## config.mk

```make
export PLATFORM = sky130hd
export DESIGN_NAME = planar_velocity_slew_limiter
export DESIGN_NICKNAME = d
export VERILOG_FILES = /design/src/rtl/pvsl_pkg.sv /design/src/rtl/pvsl_veclim.sv /design/src/rtl/planar_velocity_slew_limiter.sv
export SDC_FILE = /design/constraint.sdc
export NUM_CORES = 2
export LEC_CHECK = 0
export ABC_AREA = 0
export BUFFER_PORTS_ARGS = -buffer_cell sky130_fd_sc_hd__buf_2
export CELL_PAD_IN_SITES_DETAIL_PLACEMENT = 0
export CELL_PAD_IN_SITES_GLOBAL_PLACEMENT = 2
export CORE_ASPECT_RATIO = 0.7
export CORE_MARGIN = 4
export CORE_UTILIZATION = 41
export DETAILED_ROUTE_END_ITERATION = 7
export GPL_ROUTABILITY_DRIVEN = 0
export PLACE_DENSITY_LB_ADDON = 0.08
export SLEW_MARGIN = 20
export SYNTH_ARGS = -nofsm -noshare
export SYNTH_HDL_FRONTEND = slang
export SYNTH_SLANG_ARGS = --single-unit
```

## constraint.sdc

```tcl
create_clock -name clk -period 9.7 [get_ports clk]
set_input_delay 1.94 -clock clk [delete_from_list [all_inputs] [get_ports clk]]
set_output_delay 1.94 -clock clk [all_outputs]
set_load 0.01 [all_outputs]
```

## src/rtl/pvsl_pkg.sv

```systemverilog
// Shared types and constants of the planar velocity slew limiter.
package pvsl_pkg;

  localparam int LIM_WIDTH = 16;
  localparam int SPD_WIDTH = 15;

  localparam logic [1:0] CFG_STEP_XY    = 2'd0;
  localparam logic [1:0] CFG_STEP_TURN  = 2'd1;
  localparam logic [1:0] CFG_SPEED_XY   = 2'd2;
  localparam logic [1:0] CFG_SPEED_TURN = 2'd3;

  typedef enum logic [3:0] {
    T_IDLE = 4'b0001,
    T_STEP = 4'b0010,
    T_SPD  = 4'b0100,
    T_OUT  = 4'b1000
  } top_state_t;

  typedef enum logic [6:0] {
    V_IDLE = 7'b0000001,
    V_SQ   = 7'b0000010,
    V_RT   = 7'b0000100,
    V_CHK  = 7'b0001000,
    V_MUL  = 7'b0010000,
    V_DIV  = 7'b0100000,
    V_DONE = 7'b1000000
  } vl_state_t;

endpackage

```

## src/rtl/pvsl_veclim.sv

```systemverilog
// Bit-serial vector length limiter: square, root, scale by lim/len when len exceeds lim.
module pvsl_veclim #(
  parameter int W = 16
) (
  input  logic                            clk,
  input  logic                            rst_n,
  input  logic                            start,
  input  logic signed [W:0]               a_i,
  input  logic signed [W:0]               b_i,
  input  logic [pvsl_pkg::LIM_WIDTH-1:0]  lim_i,
  output logic                            done_o,
  output logic signed [W:0]               ra_o,
  output logic signed [W:0]               rb_o
);
  import pvsl_pkg::*;

  localparam int SW  = 2 * (W + 1);
  localparam int PW  = W + 1 + LIM_WIDTH;
  localparam int RW  = W + 3;
  localparam int CNW = $clog2(PW);
  localparam int LW  = ((W + 1) > LIM_WIDTH) ? (W + 1) : LIM_WIDTH;

  vl_state_t state_r, state_nxt;
  logic [CNW-1:0] cnt_r, cnt_nxt;
  logic sa_r, sa_nxt, sb_r, sb_nxt;
  logic [W:0] ma_r, ma_nxt, mb_r, mb_nxt;
  logic [W:0] mqa_r, mqa_nxt, mqb_r, mqb_nxt;
  logic [SW-1:0] mca_r, mca_nxt, mcb_r, mcb_nxt, acc_r, acc_nxt;
  logic [LIM_WIDTH-1:0] lim_r, lim_nxt;
  logic [RW-1:0] rem_r, rem_nxt;
  logic [W:0] root_r, root_nxt;
  logic [PW-1:0] pa_r, pa_nxt, pb_r, pb_nxt, mua_r, mua_nxt, mub_r, mub_nxt;
  logic [W:0] dra_r, dra_nxt, drb_r, drb_nxt;
  logic signed [W:0] ra_r, ra_nxt, rb_r, rb_nxt;

  logic [RW+1:0] rt_t, rt_trial;
  logic [W+1:0] da_t, db_t;
  logic da_ge, db_ge;

  always_comb begin
    rt_t     = {rem_r, acc_r[SW-1:SW-2]};
    rt_trial = {1'b0, root_r, 2'b01};
    da_t     = {dra_r, pa_r[PW-1]};
    db_t     = {drb_r, pb_r[PW-1]};
    da_ge    = da_t >= {1'b0, root_r};
    db_ge    = db_t >= {1'b0, root_r};
  end

  always_comb begin
    state_nxt = state_r;
    cnt_nxt   = cnt_r;
    sa_nxt = sa_r; sb_nxt = sb_r;
    ma_nxt = ma_r; mb_nxt = mb_r;
    mqa_nxt = mqa_r; mqb_nxt = mqb_r;
    mca_nxt = mca_r; mcb_nxt = mcb_r;
    acc_nxt = acc_r;
    lim_nxt = lim_r;
    rem_nxt = rem_r; root_nxt = root_r;
    pa_nxt = pa_r; pb_nxt = pb_r;
    mua_nxt = mua_r; mub_nxt = mub_r;
    dra_nxt = dra_r; drb_nxt = drb_r;
    ra_nxt = ra_r; rb_nxt = rb_r;
    unique case (state_r)
      // a new pass may start in the done cycle of the previous one
      V_IDLE, V_DONE: begin
        state_nxt = V_IDLE;
        if (start) begin
          sa_nxt  = a_i[W];
          sb_nxt  = b_i[W];
          ma_nxt  = a_i[W] ? -a_i : a_i;
          mb_nxt  = b_i[W] ? -b_i : b_i;
          mqa_nxt = a_i[W] ? -a_i : a_i;
          mqb_nxt = b_i[W] ? -b_i : b_i;
          mca_nxt = {{(SW-W-1){1'b0}}, (a_i[W] ? -a_i : a_i)};
          mcb_nxt = {{(SW-W-1){1'b0}}, (b_i[W] ? -b_i : b_i)};
          acc_nxt = '0;
          lim_nxt = lim_i;
          cnt_nxt = CNW'(W);
          state_nxt = V_SQ;
        end
      end
      V_SQ: begin
        // shift-add squares of both magnitudes, one multiplier bit a cycle
        acc_nxt = acc_r + (mqa_r[0] ? mca_r : '0) + (mqb_r[0] ? mcb_r : '0);
        mqa_nxt = mqa_r >> 1;
        mqb_nxt = mqb_r >> 1;
        mca_nxt = mca_r << 1;
        mcb_nxt = mcb_r << 1;
        cnt_nxt = cnt_r - 1'b1;
        if (cnt_r == '0) begin
          rem_nxt  = '0;
          root_nxt = '0;
          cnt_nxt  = CNW'(W);
          state_nxt = V_RT;
        end
      end
      V_RT: begin
        // one root bit per cycle, two radicand bits consumed
        acc_nxt = acc_r << 2;
        if (rt_t >= rt_trial) begin
          rem_nxt  = RW'(rt_t - rt_trial);
          root_nxt = {root_r[W-1:0], 1'b1};
        end else begin
          rem_nxt  = rt_t[RW-1:0];
          root_nxt = {root_r[W-1:0], 1'b0};
        end
        cnt_nxt = cnt_r - 1'b1;
        if (cnt_r == '0) state_nxt = V_CHK;
      end
      V_CHK: begin
        if (LW'(root_r) > LW'(lim_r)) begin
          pa_nxt  = '0;
          pb_nxt  = '0;
          mua_nxt = PW'(ma_r);
          mub_nxt = PW'(mb_r);
          cnt_nxt = CNW'(LIM_WIDTH - 1);
          state_nxt = V_MUL;
        end else begin
          ra_nxt = sa_r ? -ma_r : ma_r;
          rb_nxt = sb_r ? -mb_r : mb_r;
          state_nxt = V_DONE;
        end
      end
      V_MUL: begin
        pa_nxt  = pa_r + (lim_r[0] ? mua_r : '0);
        pb_nxt  = pb_r + (lim_r[0] ? mub_r : '0);
        mua_nxt = mua_r << 1;
        mub_nxt = mub_r << 1;
        lim_nxt = lim_r >> 1;
        cnt_nxt = cnt_r - 1'b1;
        if (cnt_r == '0) begin
          dra_nxt = '0;
          drb_nxt = '0;
          cnt_nxt = CNW'(PW - 1);
          state_nxt = V_DIV;
        end
      end
      V_DIV: begin
        // restoring divide by the length; quotient shifts into the product
        pa_nxt  = {pa_r[PW-2:0], da_ge};
        pb_nxt  = {pb_r[PW-2:0], db_ge};
        dra_nxt = da_ge ? (W+1)'(da_t - {1'b0, root_r}) : da_t[W:0];
        drb_nxt = db_ge ? (W+1)'(db_t - {1'b0, root_r}) : db_t[W:0];
        cnt_nxt = cnt_r - 1'b1;
        if (cnt_r == '0) state_nxt = V_DONE;
      end
      default: state_nxt = V_IDLE;
    endcase
    if (state_r == V_DIV && cnt_r == '0) begin
      ra_nxt = sa_r ? -pa_nxt[W:0] : pa_nxt[W:0];
      rb_nxt = sb_r ? -pb_nxt[W:0] : pb_nxt[W:0];
    end
  end

  always_ff @(posedge clk) begin
    if (!rst_n) begin
      state_r <= V_IDLE;
    end else begin
      state_r <= state_nxt;
    end
    cnt_r <= cnt_nxt;
    sa_r <= sa_nxt; sb_r <= sb_nxt;
    ma_r <= ma_nxt; mb_r <= mb_nxt;
    mqa_r <= mqa_nxt; mqb_r <= mqb_nxt;
    mca_r <= mca_nxt; mcb_r <= mcb_nxt;
    acc_r <= acc_nxt;
    lim_r <= lim_nxt;
    rem_r <= rem_nxt; root_r <= root_nxt;
    pa_r <= pa_nxt; pb_r <= pb_nxt;
    mua_r <= mua_nxt; mub_r <= mub_nxt;
    dra_r <= dra_nxt; drb_r <= drb_nxt;
    ra_r <= ra_nxt; rb_r <= rb_nxt;
  end

  assign done_o = (state_r == V_DONE);
  assign ra_o   = ra_r;
  assign rb_o   = rb_r;

endmodule

```

## src/rtl/planar_velocity_slew_limiter.sv

```systemverilog
// Processing: each item takes two passes of the vector unit (step limit, then speed limit);
//   a pass runs square, root and compare, plus multiply and divide when it scales. The
//   result then loads the output register, which raises out_valid.
// Throughput: one item at a time, set by the bit-serial square, root, multiply and divide;
//   in_stall stays high from the input transfer until the result loads the output register.
// A new transfer is taken while the previous result still waits in the output register.
// Reset (synchronous, rst_n low): limits to maximum, last velocity to zero.
module planar_velocity_slew_limiter #(
  parameter int VEL_WIDTH = 16
) (
  input  logic                                clk,
  input  logic                                rst_n,
  input  logic                                in_valid,
  output logic                                in_stall,
  input  logic signed [VEL_WIDTH-1:0]         in_cmd_vel_x,
  input  logic signed [VEL_WIDTH-1:0]         in_cmd_vel_y,
  input  logic signed [VEL_WIDTH-1:0]         in_cmd_turn_rate,
  output logic                                out_valid,
  input  logic                                out_stall,
  output logic signed [VEL_WIDTH-1:0]         out_vel_x,
  output logic signed [VEL_WIDTH-1:0]         out_vel_y,
  output logic signed [VEL_WIDTH-1:0]         out_turn_rate,
  input  logic                                cfg_we,
  input  logic [1:0]                          cfg_index,
  input  logic [pvsl_pkg::LIM_WIDTH-1:0]      cfg_data
);
  import pvsl_pkg::*;

  localparam int W  = VEL_WIDTH;
  localparam int CW = (((W + 1) > LIM_WIDTH) ? (W + 1) : LIM_WIDTH) + 1;

  top_state_t state_r, state_nxt;
  logic [LIM_WIDTH-1:0] step_xy_r, step_t_r;
  logic [SPD_WIDTH-1:0] spd_xy_r, spd_t_r;
  logic signed [W-1:0] px_r, px_nxt, py_r, py_nxt, pt_r, pt_nxt;
  logic signed [W:0] dtc_r, dtc_nxt;
  logic signed [W-1:0] vt_r, vt_nxt;
  logic signed [W-1:0] ox_r, oy_r, ot_r;
  logic out_valid_r;

  logic vl_start;
  logic signed [W:0] vl_a, vl_b, vl_ra, vl_rb;
  logic [LIM_WIDTH-1:0] vl_lim;
  logic vl_done;

  logic signed [W:0] dt, vt_sum;
  logic signed [CW-1:0] dte, vte, lse, lve;
  logic signed [W:0] vx_sum, vy_sum;
  logic in_xfer, out_load;

  assign in_xfer  = in_valid && !in_stall;
  assign out_load = (state_r == T_OUT) && (!out_valid_r || !out_stall);

  always_comb begin
    dt     = {in_cmd_turn_rate[W-1], in_cmd_turn_rate} - {pt_r[W-1], pt_r};
    dte    = {{(CW-W-1){dt[W]}}, dt};
    lse    = {{(CW-LIM_WIDTH){1'b0}}, step_t_r};
    dtc_nxt = dtc_r;
    if (in_xfer) begin
      if (dte > lse) dtc_nxt = lse[W:0];
      else if (dte < -lse) dtc_nxt = (W+1)'(-lse);
      else dtc_nxt = dt;
    end
    vt_sum = {pt_r[W-1], pt_r} + dtc_r;
    vte    = {{(CW-W-1){vt_sum[W]}}, vt_sum};
    lve    = {{(CW-SPD_WIDTH){1'b0}}, spd_t_r};
    vx_sum = {px_r[W-1], px_r} + vl_ra;
    vy_sum = {py_r[W-1], py_r} + vl_rb;
    vt_nxt = vt_r;
    if (state_r == T_STEP && vl_done) begin
      if (vte > lve) vt_nxt = lve[W-1:0];
      else if (vte < -lve) vt_nxt = W'(-lve);
      else vt_nxt = vt_sum[W-1:0];
    end
  end

  always_comb begin
    state_nxt = state_r;
    vl_start  = 1'b0;
    vl_a      = {in_cmd_vel_x[W-1], in_cmd_vel_x} - {px_r[W-1], px_r};
    vl_b      = {in_cmd_vel_y[W-1], in_cmd_vel_y} - {py_r[W-1], py_r};
    vl_lim    = step_xy_r;
    px_nxt = px_r; py_nxt = py_r; pt_nxt = pt_r;
    unique case (state_r)
      T_IDLE: begin
        if (in_valid) begin
          vl_start  = 1'b1;
          state_nxt = T_STEP;
        end
      end
      T_STEP: begin
        vl_a   = {vx_sum[W-1], vx_sum[W-1:0]};
        vl_b   = {vy_sum[W-1], vy_sum[W-1:0]};
        vl_lim = {{(LIM_WIDTH-SPD_WIDTH){1'b0}}, spd_xy_r};
        if (vl_done) begin
          vl_start  = 1'b1;
          state_nxt = T_SPD;
        end
      end
      T_SPD: begin
        if (vl_done) begin
          px_nxt = vl_ra[W-1:0];
          py_nxt = vl_rb[W-1:0];
          pt_nxt = vt_r;
          state_nxt = T_OUT;
        end
      end
      T_OUT: begin
        if (out_load) state_nxt = T_IDLE;
      end
      default: state_nxt = T_IDLE;
    endcase
  end

  pvsl_veclim #(.W(W)) u_veclim (
    .clk    (clk),
    .rst_n  (rst_n),
    .start  (vl_start),
    .a_i    (vl_a),
    .b_i    (vl_b),
    .lim_i  (vl_lim),
    .done_o (vl_done),
    .ra_o   (vl_ra),
    .rb_o   (vl_rb)
  );

  always_ff @(posedge clk) begin
    if (!rst_n) begin
      state_r     <= T_IDLE;
      step_xy_r   <= '1;
      step_t_r    <= '1;
      spd_xy_r    <= '1;
      spd_t_r     <= '1;
      px_r        <= '0;
      py_r        <= '0;
      pt_r        <= '0;
      out_valid_r <= 1'b0;
    end else begin
      state_r <= state_nxt;
      px_r    <= px_nxt;
      py_r    <= py_nxt;
      pt_r    <= pt_nxt;
      if (cfg_we) begin
        unique case (cfg_index)
          CFG_STEP_XY:    step_xy_r <= cfg_data;
          CFG_STEP_TURN:  step_t_r  <= cfg_data;
          CFG_SPEED_XY:   spd_xy_r  <= cfg_data[SPD_WIDTH-1:0];
          CFG_SPEED_TURN: spd_t_r   <= cfg_data[SPD_WIDTH-1:0];
          default: ;
        endcase
      end
      if (out_load) out_valid_r <= 1'b1;
      else if (!out_stall) out_valid_r <= 1'b0;
    end
    dtc_r <= dtc_nxt;
    vt_r  <= vt_nxt;
    if (out_load) begin
      ox_r <= px_r;
      oy_r <= py_r;
      ot_r <= pt_r;
    end
  end

  assign in_stall      = (state_r != T_IDLE);
  assign out_valid     = out_valid_r;
  assign out_vel_x     = ox_r;
  assign out_vel_y     = oy_r;
  assign out_turn_rate = ot_r;

endmodule

```

==> results_dict.tcl <==
set metrics [dict create \
    reg2reg_from "u_veclim.root_r[8]" \
    worstPathRequired_ns 10.08 \
    r2r_setup_slack_ns 3.80 \
    drc_errors 0 \
    insertion_delay_ns 0.65 \
    synth_common_cells "nand2_1, edfxtp_1, nor2_1, ha_1, inv_1" \
    io_buffer_count 120 \
    rsz0062_at_grt "false" \
    cts_tree "built" \
    die_w_um 392 \
    final_util_pct 45.9 \
    wl_per_cell_um 20.5 \
    power.leakage_nw 19.3 \
    synth-edff-count 477 \
    async_flop_share_pct 0 \
    slew_viol_final 0 \
    setup_tns_ns 0 \
    seq_area_frac_synth_pct 41.1 \
    numClockSinks 631 \
    synth_ff_type "edfxtp_1" \
    critPathBufInv 4 \
    drt-vias-per-instance 5.49 \
    synth_fa_ha_area_share_pct 11.9 \
    fmax_mhz 163 \
    r2r_end "u_veclim.ra_o[12]" \
    yosysWarnings 0 \
    synth_cells 4577 \
    path_cells "buf_2 -> inv_1 -> ha_1 -> inv_1 -> fa_1 -> a21o_1 -> a21oi_1 -> o21a_1 -> o31ai_1 -> o311a_1 -> o21a_1 -> o21a_1 -> nor2_1 -> ha_1 -> a2111oi_0 -> nand2_1 -> o21ai_0 -> nor2_1 -> buf_4 -> nor2_1 -> mux2i_1" \
    powerDensity_mw_per_mm2 194 \
    die_area_mm2 0.109 \
    peakVddDrop_mv 0.121 \
    syn_area_mm2 0.0424 \
    drive_gt1_share_pct 7.25 \
    p_clk_share_pct 31.7 \
    crit_path_end_kind "register" \
    grt-ovfl-total 0 \
    grt_start_max_net_pins 85 \
    setup_slack_ns 3.55 \
    setup_viol 0 \
    grt_pass1_vias 31400 \
    crit_cells 21 \
    synth_top_family_by_area "simple AND/OR/NAND/NOR gates" \
    grt_pass1_wl_um 191000 \
    synth.area.mux_share_pct 1.98 \
    seqPwrFrac_pct 38.4 \
    cts_hold_buffers 0 \
    yosys.area.top_type_share_pct 33.8 \
    area_delta_synth_final_pct 10.7 \
    min_path_type "reg -> reg" \
    first_iter_violations 2594 \
    nets 5102 \
    critPathMaxStageDelay_ns 0.44 \
    initial_utilization_pct 41.4 \
    p_int_mw 6.01 \
    ant_nets 0 \
    path_delay_family "compound AO/OA/AOI/OAI gates" \
    arrival_ns 6.53 \
    core_area_mm2 0.102 \
    dp_hpwl_um 89500 \
    p_sw_mw 3.07 \
    post_cts_resized 0 \
    p_comb_share_pct 29.9 \
    slowest_stage "o21ai_0" \
    postCtsSetupBuffers 0 \
    finalClockSkew_ns 0.0260 \
    final-instance-count-excl-fill 6065 \
    crit_end "dtc_r[0]" \
    reg2reg_depth 17 \
    yosys.area_share.simple_pct 17.6 \
    path_clk_slew_ns 0.06 \
    htree_levels 3 \
    io_pins 121 \
    place_ws_ns 3.01 \
    cts_buffers 73 \
    cp-startpoint "in_cmd_turn_rate[0]" \
    place_area_mm2 0.0445 \
    synth-xor-area-share_pct 6.14 \
    synth_seq_cells 631 \
    tightest_slew_ns 1.19 \
    track_usage_pct 22.3 \
    antennaDiodeCount 0 \
    slew-limit-headroom_pct 19.8 \
    maxCapViolCount 0 \
    finalWirelength_um 124000 \
    hold_violations 0 \
    final_area_mm2 0.0470 \
    finalCritPeriodShare_pct 63.4 \
    avgSynthCellArea_um2 9.26 \
    synth_top_cell_by_area "edfxtp_1" \
    synth_compound_area_share_pct 17.0 \
    ys_types 89 \
    post-route-min-period_ns 6.15 \
    grt_antenna_before_repair 7 \
    sw_frac_of_total_pct 33.8 \
    crit_type "in -> reg" \
    clock-root-buffer "clkbuf_16" \
    status "finished, final reports clean" \
    dp.cells 5929 \
    yosysMostFrequentCell "nand2_1" \
    critPathLaunchType "input pin" \
    syn_nets 5025 \
    row_count 98 \
    critPathMaxFanout 30 \
    cts.path.max_buffers 3 \
    vias 33300 \
    first_pass_iters 5 \
    die-height_um 277 \
    synth.area.top_cells "edfxtp_1, ha_1, dfxtp_1, nand2_1, xnor2_1" \
]
## cell families (layout without fill, tap and decap cells)
| group | after synthesis | after routing |
|---|---|---|
| DFF | 631 | 631 |
| xor gates and xnor gates | 297 | 297 |
| and+or+nand+nor | 1603 | 1603 |
| adders and majority gates | 377 | 377 |
| muxes | 80 | 80 |
| buffers and inverters | 481 | 619 |
| AOI/OAI and AO/OA | 1108 | 1108 |
## state kept, by name (all words and copies together), names as in the netlist, 17 cells and up
register / cells
u_veclim.root_r: 17
u_veclim.pa_r: 33
u_veclim.mqb_r: 17
u_veclim.mb_r: 17
u_veclim.mcb_r: 34
u_veclim.mca_r: 34
u_veclim.rem_r: 19
dtc_r: 17
u_veclim.ma_r: 17
u_veclim.drb_r: 17
u_veclim.mub_r: 33
u_veclim.mua_r: 33
u_veclim.dra_r: 17
u_veclim.mqa_r: 17
u_veclim.acc_r: 34
u_veclim.pb_r: 33
## worst register-to-register path, cell delays in order, from the launching register on
cell       delay, ns
edfxtp_1        0.49
ha_1            0.38
nand4_1         0.15
nor4_1          0.56
a211oi_1        0.31
nor4b_2         0.24
buf_4           0.20
a211oi_1        0.33
and2_1          0.30
ha_1            0.19
inv_1           0.07
a2111oi_0       0.62
o2111ai_1       0.26
or2_1           0.29
o41ai_2         0.39
nand2_1         0.13
xnor2_1         0.18
a21oi_1         0.56
## area by class of cell
type	count	area, um2
well taps	1350	1690
clock buffers	100	2000
clock inverters	36	433
flip-flops and latches	631	17400
inverters	317	1190
fillers	9980	55400
multi-input cells	3465	23300
repair buffers	166	948
## per-stage QoR
stage	hold WS (ns)	power (mW)
4_1_cts	0.469	9.15
2_1_floorplan	0.432	5.47
5_1_grt	0.492	9.64
3_5_place_dp	0.453	6.22
6_report	0.466	9.09
3_3_place_gp	0.450	6.23
## worst min path at each step
stage / startpoint / end / slack [ns] / depth (start not counted)
final: step_xy_r[15] / step_xy_r[15] / 0.47 / 2
after CTS: step_xy_r[15] / step_xy_r[15] / 0.47 / 2
after global routing: spd_xy_r[7] / spd_xy_r[7] / 0.49 / 2
after floorplan: step_xy_r[15] / step_xy_r[15] / 0.43 / 2
after detailed placement: step_xy_r[15] / step_xy_r[15] / 0.45 / 2
after global placement: spd_xy_r[3] / spd_xy_r[3] / 0.45 / 2
## placed cells by master (no fill, tap or decap), drive strengths merged, types with 44 or more instances in the layout
master / Yosys / layout
xor2: 97 / 97
ha: 333 / 333
mux2i: 68 / 68
nor3: 90 / 90
nand3: 81 / 81
o211ai: 47 / 47
nor2: 340 / 340
a21oi: 263 / 263
o21a: 53 / 53
inv: 317 / 318
a21boi: 60 / 60
dfxtp: 154 / 154
a211oi: 48 / 48
a21o: 92 / 92
fa: 44 / 44
and2: 166 / 166
xnor2: 200 / 200
clkbuf: 140 / 100
nand2b: 44 / 44
o21ai: 260 / 260
edfxtp: 477 / 477
buf: 24 / 166
nand2: 654 / 654
## per-layer routing
layer | track usage, % | share of wire (%)
met4 | 3.57 | 1.4
met3 | 4.40 | 6.0
met1 | 37.0 | 55
met5 | 0 | 0.010
met2 | 29.6 | 38
## power groups by stage
stage / registers, mW / clock network (mW) / logic, mW
floorplan: 3.50 / 0 / 1.97
global placement: 3.54 / 0 / 2.68
detailed placement: 3.55 / 0 / 2.67
CTS: 3.49 / 2.96 / 2.70
global route: 3.52 / 3.07 / 3.06
finish: 3.49 / 2.88 / 2.72
Note: power is estimated with default switching activity, not from simulation.
